## config.mk

```make
export PLATFORM = sky130hd
export DESIGN_NAME = gray_coded_event_timer
export DESIGN_NICKNAME = d
export VERILOG_FILES = /design/src/rtl/core/gcet_pkg.sv /design/src/rtl/core/gcet_core.sv /design/src/rtl/core/gray_coded_event_timer.sv
export SDC_FILE = /design/constraint.sdc
export NUM_CORES = 1
export LEC_CHECK = 0
export BUFFER_PORTS_ARGS = -buffer_cell sky130_fd_sc_hd__clkbuf_2
export CAP_MARGIN = 0
export CORE_MARGIN = 1
export CORE_UTILIZATION = 50
export CTS_BUF_LIST = sky130_fd_sc_hd__clkbuf_2
export CTS_CLUSTER_DIAMETER = 40
export CTS_CLUSTER_SIZE = 28
export DETAILED_ROUTE_END_ITERATION = 12
export GPL_ROUTABILITY_DRIVEN = 0
export PLACE_DENSITY = 0.68
export SLEW_MARGIN = 10
export SYNTH_ARGS = -nofsm -noshare
export SYNTH_HDL_FRONTEND = slang
export SYNTH_SLANG_ARGS = --single-unit
export TNS_END_PERCENT = 1
```

## constraint.sdc

```tcl
create_clock -name clk -period 5.1 [get_ports clk]
set_input_delay 0.51 -clock clk [delete_from_list [all_inputs] [get_ports clk]]
set_output_delay 0.51 -clock clk [all_outputs]
set_load 0.05 [all_outputs]
```

## src/rtl/core/gcet_pkg.sv

```systemverilog
`timescale 1ns / 1ps
`default_nettype none
// ----------------------------------------------------------------------------
// Gray-coded event timer: shared definitions
// Operation codes, register offsets, control bit positions and the request
// bundle passed from the input stage to the timer core.
// ----------------------------------------------------------------------------
package gcet_pkg;

	// Width of the register window offset and of a bus word.
	localparam int ADDR_BITS = 12;
	localparam int WORD_BITS = 32;

	// Kind of request carried on the input channel.
	typedef enum logic [1:0] {
		OP_TICK  = 2'd0,
		OP_READ  = 2'd1,
		OP_WRITE = 2'd2
	} op_t;

	// Register offsets within the window.
	localparam logic [ADDR_BITS-1:0] OFF_CNT_LO   = 12'h000;
	localparam logic [ADDR_BITS-1:0] OFF_CNT_HI   = 12'h004;
	localparam logic [ADDR_BITS-1:0] OFF_CAP_LO   = 12'h008;
	localparam logic [ADDR_BITS-1:0] OFF_CAP_HI   = 12'h00C;
	localparam logic [ADDR_BITS-1:0] OFF_MATCH_LO = 12'h010;
	localparam logic [ADDR_BITS-1:0] OFF_MATCH_HI = 12'h014;
	localparam logic [ADDR_BITS-1:0] OFF_CTRL     = 12'h01C;

	// Control register bit positions.
	localparam int CTRL_FLAG_BIT = 0;
	localparam int CTRL_EN_BIT   = 1;

	// One request as held in the input register.
	typedef struct packed {
		logic [1:0]           op;
		logic [ADDR_BITS-1:0] addr;
		logic [WORD_BITS-1:0] wdata;
	} req_t;

endpackage
`default_nettype wire

```

## src/rtl/core/gcet_core.sv

```systemverilog
`timescale 1ns / 1ps
`default_nettype none
// ----------------------------------------------------------------------------
// Gray-coded event timer: state and register logic
// Holds the counter, match and control state and works out, in one pass,
// the read value and the next state for the request presented to it.
// ----------------------------------------------------------------------------
module gcet_core #(
	parameter int COUNT_BITS = 42
) (
	input  wire                            clk,
	input  wire                            arst_n,
	input  wire                            step,
	input  gcet_pkg::req_t                 req,
	output logic [gcet_pkg::WORD_BITS-1:0] rd_data,
	output logic                           irq_next
);
	import gcet_pkg::*;

	localparam int HI_BITS = COUNT_BITS - WORD_BITS;

	// Gray to binary: each binary bit is the parity of the Gray bits at and above it.
	function automatic logic [COUNT_BITS-1:0] gray_decode(input logic [COUNT_BITS-1:0] g);
		logic [COUNT_BITS-1:0] b;
		for (int i = 0; i < COUNT_BITS; i++) begin
			b[i] = ^(g >> i);
		end
		return b;
	endfunction

	localparam logic [COUNT_BITS-1:0] MATCH_BIN_RST = gray_decode({COUNT_BITS{1'b1}});

	logic [COUNT_BITS-1:0] count_q, count_d, count_inc, count_gray;
	logic [WORD_BITS-1:0]  match_lo_q, match_lo_d;
	logic [HI_BITS-1:0]    match_hi_q, match_hi_d;
	logic [COUNT_BITS-1:0] match_bin_q, match_bin_d;
	logic                  flag_q, flag_d;
	logic                  en_q, en_d;
	logic                  armed_q, armed_d;
	logic                  rearm, fire;
	op_t                   op;

	assign op         = op_t'(req.op);
	assign count_inc  = count_q + 1'b1;
	assign count_gray = count_q ^ (count_q >> 1);

	// Register reads return the state as it stands before this request.
	always_comb begin
		rd_data = '0;
		if (op == OP_READ) begin
			case (req.addr)
				OFF_CNT_LO:   rd_data = count_gray[WORD_BITS-1:0];
				OFF_CNT_HI:   rd_data = WORD_BITS'(count_gray[COUNT_BITS-1:WORD_BITS]);
				OFF_CAP_LO:   rd_data = '0;
				OFF_CAP_HI:   rd_data = '0;
				OFF_MATCH_LO: rd_data = match_lo_q;
				OFF_MATCH_HI: rd_data = WORD_BITS'(match_hi_q);
				OFF_CTRL: begin
					rd_data[CTRL_FLAG_BIT] = flag_q;
					rd_data[CTRL_EN_BIT]   = en_q;
				end
				default:      rd_data = '0;
			endcase
		end
	end

	// Ticks advance the counter; writes update match and control.
	always_comb begin
		count_d    = count_q;
		match_lo_d = match_lo_q;
		match_hi_d = match_hi_q;
		flag_d     = flag_q;
		en_d       = en_q;
		rearm      = 1'b0;
		fire       = 1'b0;
		case (op)
			OP_TICK: begin
				count_d = count_inc;
				if (armed_q && (count_inc == match_bin_q)) begin
					fire   = 1'b1;
					flag_d = 1'b1;
				end
			end
			OP_WRITE: begin
				case (req.addr)
					OFF_MATCH_LO: begin
						match_lo_d = req.wdata;
						rearm      = 1'b1;
					end
					OFF_MATCH_HI: begin
						match_hi_d = req.wdata[HI_BITS-1:0];
						rearm      = 1'b1;
					end
					OFF_CTRL: begin
						if (req.wdata[CTRL_FLAG_BIT]) begin
							flag_d = 1'b0;
						end
						en_d  = req.wdata[CTRL_EN_BIT];
						rearm = 1'b1;
					end
					default: begin
						rearm = 1'b0;
					end
				endcase
			end
			default: begin
				fire = 1'b0;
			end
		endcase
	end

	// Binary copy of the match value and the compare arming.
	assign match_bin_d = gray_decode({match_hi_d, match_lo_d});

	always_comb begin
		armed_d = armed_q;
		if (rearm) begin
			armed_d = en_d && (match_bin_d > count_q);
		end else if (fire) begin
			armed_d = 1'b0;
		end
	end

	assign irq_next = flag_d & en_d;

	// State registers, updated once per request.
	always_ff @(posedge clk or negedge arst_n) begin
		if (!arst_n) begin
			count_q     <= '0;
			match_lo_q  <= '1;
			match_hi_q  <= '1;
			match_bin_q <= MATCH_BIN_RST;
			flag_q      <= 1'b0;
			en_q        <= 1'b0;
			armed_q     <= 1'b0;
		end else if (step) begin
			count_q     <= count_d;
			match_lo_q  <= match_lo_d;
			match_hi_q  <= match_hi_d;
			match_bin_q <= match_bin_d;
			flag_q      <= flag_d;
			en_q        <= en_d;
			armed_q     <= armed_d;
		end
	end

	// The compare is only ever armed with the interrupt enabled.
	a_armed_needs_en: assert property (@(posedge clk) disable iff (!arst_n)
		armed_q |-> en_q)
		else $error("compare armed while interrupt disabled");

	// An armed compare always has its match still ahead of the count.
	a_armed_ahead: assert property (@(posedge clk) disable iff (!arst_n)
		armed_q |-> (match_bin_q > count_q))
		else $error("compare armed with match not ahead of count");

	// A tick that reaches the match sets the flag and disarms.
	a_fire_sets_flag: assert property (@(posedge clk) disable iff (!arst_n)
		(step && (op == OP_TICK) && armed_q && (count_inc == match_bin_q))
		|=> (flag_q && !armed_q))
		else $error("matching tick did not raise the flag");

endmodule
`default_nettype wire

```

## src/rtl/core/gray_coded_event_timer.sv

```systemverilog
`timescale 1ns / 1ps
`default_nettype none
// ----------------------------------------------------------------------------
// Gray-coded event timer
// Free-running counter with a Gray-coded register view, a match compare and
// a level interrupt, driven by a stream of tick, read and write requests.
// ----------------------------------------------------------------------------
// The block takes one request per clock cycle while the output is not
// stalled and returns one result per request, in order, from the output
// register. A request is held in an input register; the timer state is
// updated and the result is formed in the single cycle that moves it into the
// output register, so that the next request sees the updated state at once.
// A stalled output holds its result and stalls the input only once the input
// register is also full. read_data carries the register value for reads and
// zero otherwise; irq_level is the interrupt line after the request.
module gray_coded_event_timer #(
	parameter int COUNT_BITS = 42
) (
	input  wire                            clk,
	input  wire                            arst_n,
	input  wire                            in_valid,
	output logic                           in_stall,
	input  wire  [1:0]                     op,
	input  wire  [gcet_pkg::ADDR_BITS-1:0] addr,
	input  wire  [gcet_pkg::WORD_BITS-1:0] wdata,
	output logic                           out_valid,
	input  wire                            out_stall,
	output logic [gcet_pkg::WORD_BITS-1:0] read_data,
	output logic                           irq_level
);
	import gcet_pkg::*;

	logic                 valid_s1;
	req_t                 req_s1;
	logic                 advance;
	logic                 out_valid_q;
	logic [WORD_BITS-1:0] read_data_q;
	logic                 irq_q;
	logic [WORD_BITS-1:0] rd_data;
	logic                 irq_next;

	// A held request moves on when the output register is free or being emptied.
	assign advance  = valid_s1 && (!out_valid_q || !out_stall);
	assign in_stall = valid_s1 && !advance;

	// Input register.
	always_ff @(posedge clk or negedge arst_n) begin
		if (!arst_n) begin
			valid_s1 <= 1'b0;
		end else if (!in_stall) begin
			valid_s1 <= in_valid;
		end
	end

	always_ff @(posedge clk) begin
		if (in_valid && !in_stall) begin
			req_s1.op    <= op;
			req_s1.addr  <= addr;
			req_s1.wdata <= wdata;
		end
	end

	gcet_core #(
		.COUNT_BITS(COUNT_BITS)
	) u_core (
		.clk      (clk),
		.arst_n   (arst_n),
		.step     (advance),
		.req      (req_s1),
		.rd_data  (rd_data),
		.irq_next (irq_next)
	);

	// Output register.
	always_ff @(posedge clk or negedge arst_n) begin
		if (!arst_n) begin
			out_valid_q <= 1'b0;
		end else if (advance) begin
			out_valid_q <= 1'b1;
		end else if (!out_stall) begin
			out_valid_q <= 1'b0;
		end
	end

	always_ff @(posedge clk) begin
		if (advance) begin
			read_data_q <= rd_data;
			irq_q       <= irq_next;
		end
	end

	assign out_valid = out_valid_q;
	assign read_data = read_data_q;
	assign irq_level = irq_q;

endmodule
`default_nettype wire

```

==> results of run 1 <==
## final cells by class
cell class,count,area [µm²]
fillers,2166,10400
multi-input cells,872,6910
flip-flops and latches,209,5700
repair buffers,163,1150
well taps,330,413
clock inverters,25,267
inverters,61,229
clock buffers,39,195
diodes,1,2.50
## sequential cells by signal (all words and copies together) (netlist names)
signal,flops
irq_level,1
out_valid,1
read_data,32
req_s1,46
u_core.armed_q,1
u_core.count_q,42
u_core.en_q,1
u_core.flag_q,1
u_core.match_bin_q,42
u_core.match_hi_q,9
u_core.match_lo_q,32
valid_s1,1
## Yosys cell counts (8+ instances only)
library cell and n:
xnor2_1 185, nand2_1 136, ha_1 82, edfxtp_1 79, dfrtp_1 68, nor2_1 64
xor2_1 63, dfstp_2 62, inv_1 59, mux2_2 52, o21ai_0 40, clkbuf_1 29
mux2i_1 26, a21oi_1 24, a22oi_1 24, nand3_1 24, nand4_1 19, nor3_1 18
a21o_1 16, and3_1 8
## worst max-delay path: cells and delay by family, from the launching register on
kind / cells / cell delay (ps)
adder cells (fa/ha/maj): 1 / 300
XOR/XNOR: 3 / 610
buffers and inverters: 4 / 430
flip-flops: 1 / 440
AND/OR/NAND/NOR: 3 / 810
multiplexers: 1 / 400
AO/OA/AOI/OAI: 9 / 1730
## cells in the final DEF, fill, tap and decap left out, drive strengths merged, types with 4 or more instances in the layout
master / count
mux4: 6
nor2: 64
dlygate4sd3: 50
ha: 82
mux2: 52
a22oi: 24
clkinv: 13
nor4: 10
xor2: 66
o21ai: 42
edfxtp: 79
xnor2: 191
or3: 4
bufinv: 4
xnor3: 7
clkinvlp: 5
a21oi: 24
a31oi: 5
dfrtp: 68
nand2: 136
nor2b: 4
inv: 64
and3: 8
or4: 7
a222oi: 4
nand2b: 4
a21o: 16
mux2i: 28
dfstp: 62
nand3: 25
nand4: 20
nor3: 18
buf: 30
clkbuf: 122
## repair_timing
item / CTS / global route
resized for setup: 0 / 5
setup buffers: 0 / 3
endpoints found under the setup margin: 0 / 1
endpoints found under the hold margin: 86 / 0
hold buffers: 50 / 0
## power by group through the flow
stage          clock network, mW  registers, mW  logic [mW]
6_report                    1.19           1.93       0.640
5_1_grt                     1.27           1.94       0.698
4_1_cts                     1.21           1.93       0.632
3_5_place_dp                   0           1.96       0.600
3_3_place_gp                   0           1.96       0.593
2_1_floorplan                  0           2.00       0.356
## metrics by stage
stage                     instance area, µm²  power (mW)  instances  TNS, ps
after floorplan                        12900        2.36       1174        0
after global placement                 13800        2.55       1582        0
after detailed placement               13800        2.56       1582        0
after CTS                              14800        3.77       1696        0
after global routing                   14900        3.91       1700    -3.79
final                                  14900        3.76       1700        0
## worst min-delay path by stage
stage                      start                     end  slack (ps)  depth (start not counted)
after CTS                 arst_n          u_core.armed_q         160                          2
after global placement    arst_n      u_core.count_q[17]         450                          1
after global routing      arst_n  u_core.match_bin_q[12]         210                          2
after detailed placement  arst_n      u_core.count_q[17]         450                          1
final                     arst_n          u_core.armed_q         190                          2
after floorplan           arst_n               out_valid         210                          0
## per-layer routing
| metal | vias up | track usage [%] | routed length (µm) |
|---|---|---|---|
| li1 | 4445 | - | - |
| met1 | 4616 | 38.1 | 15500 |
| met2 | 290 | 42.7 | 15900 |
| met3 | 72 | 4.13 | 1840 |
| met4 | 0 | 9.13 | 1070 |
| met5 | - | 0 | 0 |
## logic make-up (layout without fill, tap and decap cells)
family | count (synthesis) | count (layout) | synth area share [%]
simple gates | 309 | 309 | 11.3
xor+xnor | 265 | 265 | 19.6
flops | 209 | 209 | 44.2
compound gates | 130 | 130 | 6.37
buf+inv | 93 | 288 | 2.71
mux | 86 | 86 | 7.88
fa+ha+maj | 82 | 82 | 7.95
other cells | 0 | 1 | 0
==> run_results.csv, run 1 <==
group,metric,value,unit
critical_path,slowest_delay,440,ps
synth,ys_ff_latch,209,
drt,drt_iter0_drc,685,
drt,totalWireLength,34.3,mm
critical_path,cp_cell_sequence,"nor4_4 > buf_4 > nand3_4 > nor4_4 > mux2i_4 > xnor2_4 > inv_2 > xnor2_2 > inv_2 > xnor2_2 > inv_1 > ha_1 > a21o_1 > a21o_1 > a21o_1 > a21o_1 > a211oi_1 > o21ai_0 > a311oi_1 > a31oi_1 > a221o_1",
die,die_w,163,µm
die,die_area,26500,µm²
pwr,p_sw,1.19,mW
die,rows,58,
status,outcome,"completed",
die,io_pins,85,
hold_path,hold_class,"input port to asynchronous set/reset pin",
critical_path,startpoint,"req_s1[40]",
pwr,p_seq_share,51.4,%
synth,synth-edff-count,79,
die,core,25300,µm²
drt,viasPerCell,5.54,
clock_tree,clock_latency,810,ps
synth,synthTopCellsByArea,"edfxtp_1 (18%), dfrtp_1 (13%), dfstp_2 (13%)",
critical_path,end_kind,"flip-flop",
synth,ys_async_sr_fraction,62.2,%
critical_path,crit_type,"flip-flop to flip-flop",
sta,drv_slew,0,
place,portBuffers,84,
synth,synth_cells,1174,
pwr,swShare,31.6,%
global_route,track_usage,27.1,%
final_layout,nets,1475,
clock_tree,ctsLongestPathBuffers,3,
sta,max_freq,0.207,GHz
critical_path,reg2reg_from,"req_s1[40]",
global_route,grt_max_degree,63,
final_layout,syn_to_final_growth,15.2,%
sta,skew,71.1,ps
place,place_ws,203,ps
synth,syn-mean-instance-area,11.0,µm²
critical_path,critPathRequiredTime,5800,ps
drt,drc,0,
synth,yosysTopAreaCellShare,18.4,%
pwr,powerDensity,253,nW/µm²
sta,fin_crit_sh,94.6,%
critical_path,cp_max_fo,7,
critical_path,cp_slowest_cell,"edfxtp_1",
drt,wl_per_cell,20.2,µm
critical_path,r2r_slack,270,ps
drt,vias,9423,
pwr,power.leakage,6.19,nW
clock_tree,cts_root_buffer,"clkbuf_2",
clock_tree,clock_sinks,209,
synth,synthDistinctLibCells,58,
sta,setup_ws,274,ps
pwr,combPwrFrac,17.0,%
critical_path,r2r_cells,21,
global_route,grt_pass1_wl,54.1,mm
final_layout,post-route-util,58.9,%
sta,finalHoldViolations,0,
critical_path,cp-start-kind,"flip-flop",
synth,syn-num-nets,1306,
drt,ant_nets,0,
clock_tree,cts_tree,"done",
pwr,p_int,2.57,mW
drt,first_pass_iters,5,
synth,yosys_warnings,0,
global_route,first_global_vias,9574,
pwr,power_frac_clock,31.6,%
synth,ys.flop_type,"edfxtp_1",
synth,synth-seq-area-share,44.2,%
sta,setup_viol,0,
critical_path,r2r_end,"u_core.armed_q",
global_route,grt_antenna_before_repair,1,
run,maxCapViolations,0,
synth,synth_top_cell_by_area,"edfxtp_1",
die,start_util,51.1,%
place,dp_hpwl,25.7,mm
synth,synthesis.area,12900,µm²
sta,slew_headroom,31.1,%
final_layout,layout-drive-gt1-share,23.9,%
critical_path,cp_common_cell,"a21o_1",
clock_tree,clk_pin_slew_worst_paths,180,ps
critical_path,cp.arrival,5520,ps
die,chipHeight,163,µm
pwr,ir_worst_vdd,0.268,mV
clock_tree,cts_buffers,36,
clock_tree,htreeDepth,2,
sta,period_needed,4830,ps
global_route,grt.overflow.total,0,
sta,fin_hold_ws,189,ps
critical_path,worstSetupEndpoint,"u_core.armed_q",
sta,tightest_slew,1030,ps
Note: power is estimated with default switching activity, not from simulation.
==> run 2, diff against run 1 <==
- CTS_BUF_LIST: sky130_fd_sc_hd__clkbuf_2 -> sky130_fd_sc_hd__clkbuf_16
==> run_results.csv, run 2 (synthesis gave the netlist of run 1 again) <==
group,metric,value,unit
status,outcome,"completed",
critical_path,reg2reg_from,"req_s1[40]",
die,die_w,163,µm
drt,viasPerCell,5.58,
critical_path,cp_max_fo,7,
final_layout,final_common_cell,"xnor2_1",
pwr,p_int,3.63,mW
final_layout,stdcell_count,1651,
place,placed_area,13800,µm²
die,rows,58,
clock_tree,ctsLongestPathBuffers,3,
die,chipHeight,163,µm
pwr,powerDensity,326,nW/µm²
hold_path,hold_class,"input port to flip-flop",
global_route,grt_pass1_wl,53.1,mm
drt,ant_nets,0,
final_layout,nets,1427,
critical_path,end_kind,"flip-flop",
clock_tree,cts_buffers,36,
critical_path,cp_cell_sequence,"nor4_4 > buf_4 > nand3_4 > nor4_4 > mux2i_4 > xnor2_4 > inv_2 > xnor2_2 > inv_2 > xnor2_2 > inv_1 > ha_1 > a21o_1 > a21o_1 > a21o_1 > a21o_1 > a211oi_1 > o21ai_0 > a311oi_1 > a31oi_1 > a221o_1",
global_route,grt.overflow.total,0,
place,dp_hpwl,25.7,mm
critical_path,cp_slowest_cell,"edfxtp_1",
critical_path,r2r_cells,21,
drt,drt_iter0_drc,687,
global_route,grt_max_degree,63,
die,io_pins,85,
sta,tightest_slew,1040,ps
sta,finalHoldViolations,0,
drt,vias,9206,
clock_tree,clock_latency,500,ps
final_layout,largest_reg_flops,46,
final_layout,max_flop_register,"req_s1",
drt,wl_per_cell,20.5,µm
die,die_area,26500,µm²
global_route,first_global_vias,9375,
hold_path,holdPathEnd,"req_s1[45]",
pwr,swShare,26.5,%
pwr,combPwrFrac,12.4,%
critical_path,cp-start-kind,"flip-flop",
pwr,power.leakage,6.30,nW
critical_path,slowest_delay,420,ps
sta,period_needed,4800,ps
drt,first_pass_iters,5,
sta,skew,16.3,ps
clock_tree,cts_root_buffer,"clkbuf_16",
drt,totalWireLength,33.9,mm
critical_path,r2r_end,"u_core.armed_q",
hold_path,hold_depth,1,
pwr,p_seq_share,39.2,%
critical_path,critPathRequiredTime,5480,ps
sta,rsz0062_at_grt,"false",
sta,slew_headroom,30.8,%
critical_path,crit_family,"compound AO/OA/AOI/OAI gates",
clock_tree,htreeDepth,2,
critical_path,r2r_slack,300,ps
place,dp.cells,1582,
sta,setup_viol,0,
global_route,track_usage,26.7,%
final_layout,top_regs,"req_s1: 46 flops, u_core.count_q: 42 flops, u_core.match_bin_q: 42 flops",
clock_tree,cts_tree,"done",
final_layout,postLayoutCellArea,15100,µm²
pwr,power_frac_clock,48.4,%
pwr,p_sw,1.31,mW
sta,max_freq,0.208,GHz
sta,tns,0,ps
final_layout,diodes,0,
critical_path,critical_path_buf_inv_count,4,
final_layout,syn_to_final_growth,17.3,%
sta,fin_crit_sh,94.2,%
global_route,grt_antenna_before_repair,0,
critical_path,cp.arrival,5190,ps
final_layout,layout-drive-gt1-share,24.8,%
die,core,25300,µm²
critical_path,cp_common_cell,"a21o_1",
clock_tree,clk_pin_slew_worst_paths,50,ps
drt,drc,0,
die,start_util,51.1,%
final_layout,final_cell_mix,"xnor2_1 (183), nand2_1 (135), clkbuf_2 (83), ha_1 (82), edfxtp_1 (79)",
sta,drv_slew,0,
clock_tree,clock_sinks,209,
run,maxCapViolations,0,
place,portBuffers,84,
pwr,ir_worst_vdd,0.396,mV
hold_path,min_from,"op[1]",
critical_path,crit_type,"flip-flop to flip-flop",
run 2: repair_timing:
item	in CTS	in global routing
hold endpoints to repair	17	0
hold buffers	1	0
gates resized for setup	0	5
endpoints found under the setup margin	0	1
setup buffers	0	4
run 2: how the worst max path moves through the flow:
| stage | start | end | slack, ps | cells after the start |
|---|---|---|---|---|
| after global placement | req_s1[33] | u_core.armed_q | 340 | 20 |
| after detailed placement | req_s1[33] | u_core.armed_q | 200 | 20 |
| after floorplan | req_s1[33] | u_core.armed_q | 560 | 20 |
| after global routing | req_s1[40] | u_core.armed_q | 20 | 20 |
| final | req_s1[40] | u_core.armed_q | 300 | 21 |
| after CTS | req_s1[33] | u_core.armed_q | 170 | 20 |
run 2: power groups by stage:
| stage | clock network [mW] | registers, mW | logic [mW] |
|---|---|---|---|
| finish | 2.39 | 1.94 | 0.614 |
| global route | 2.49 | 1.95 | 0.667 |
| CTS | 2.42 | 1.93 | 0.604 |
| detailed placement | 0 | 1.96 | 0.600 |
| global placement | 0 | 1.96 | 0.593 |
| floorplan | 0 | 2.00 | 0.356 |
run 2: stage by stage:
| step | hold WS [ps] | total power, mW | worst slack (ps) | util (%) |
|---|---|---|---|---|
| 4_1_cts | 165 | 4.96 | 170 | 59.6 |
| 2_1_floorplan | 214 | 2.36 | 557 | - |
| 3_3_place_gp | 447 | 2.55 | 337 | 54.8 |
| 3_5_place_dp | 452 | 2.56 | 203 | 54.8 |
| 5_1_grt | 160 | 5.10 | 24.8 | 59.9 |
| 6_report | 180 | 4.94 | 296 | 59.9 |
run 2: routing by layer:
layer,up-vias,GRT usage (%),share of wire (%)
met3,61,4.38,5.6
met2,302,41.8,46
li1,4336,-,-
met1,4507,37.3,45
met4,0,9.86,3.1
met5,-,0,0
run 2: cell type report:
class | count | area [µm²]
well taps | 330 | 413
inverters | 61 | 229
multi-input cells | 872 | 6910
clock buffers | 37 | 926
flip-flops and latches | 209 | 5700
fillers | 2094 | 10100
clock inverters | 27 | 274
repair buffers | 115 | 674
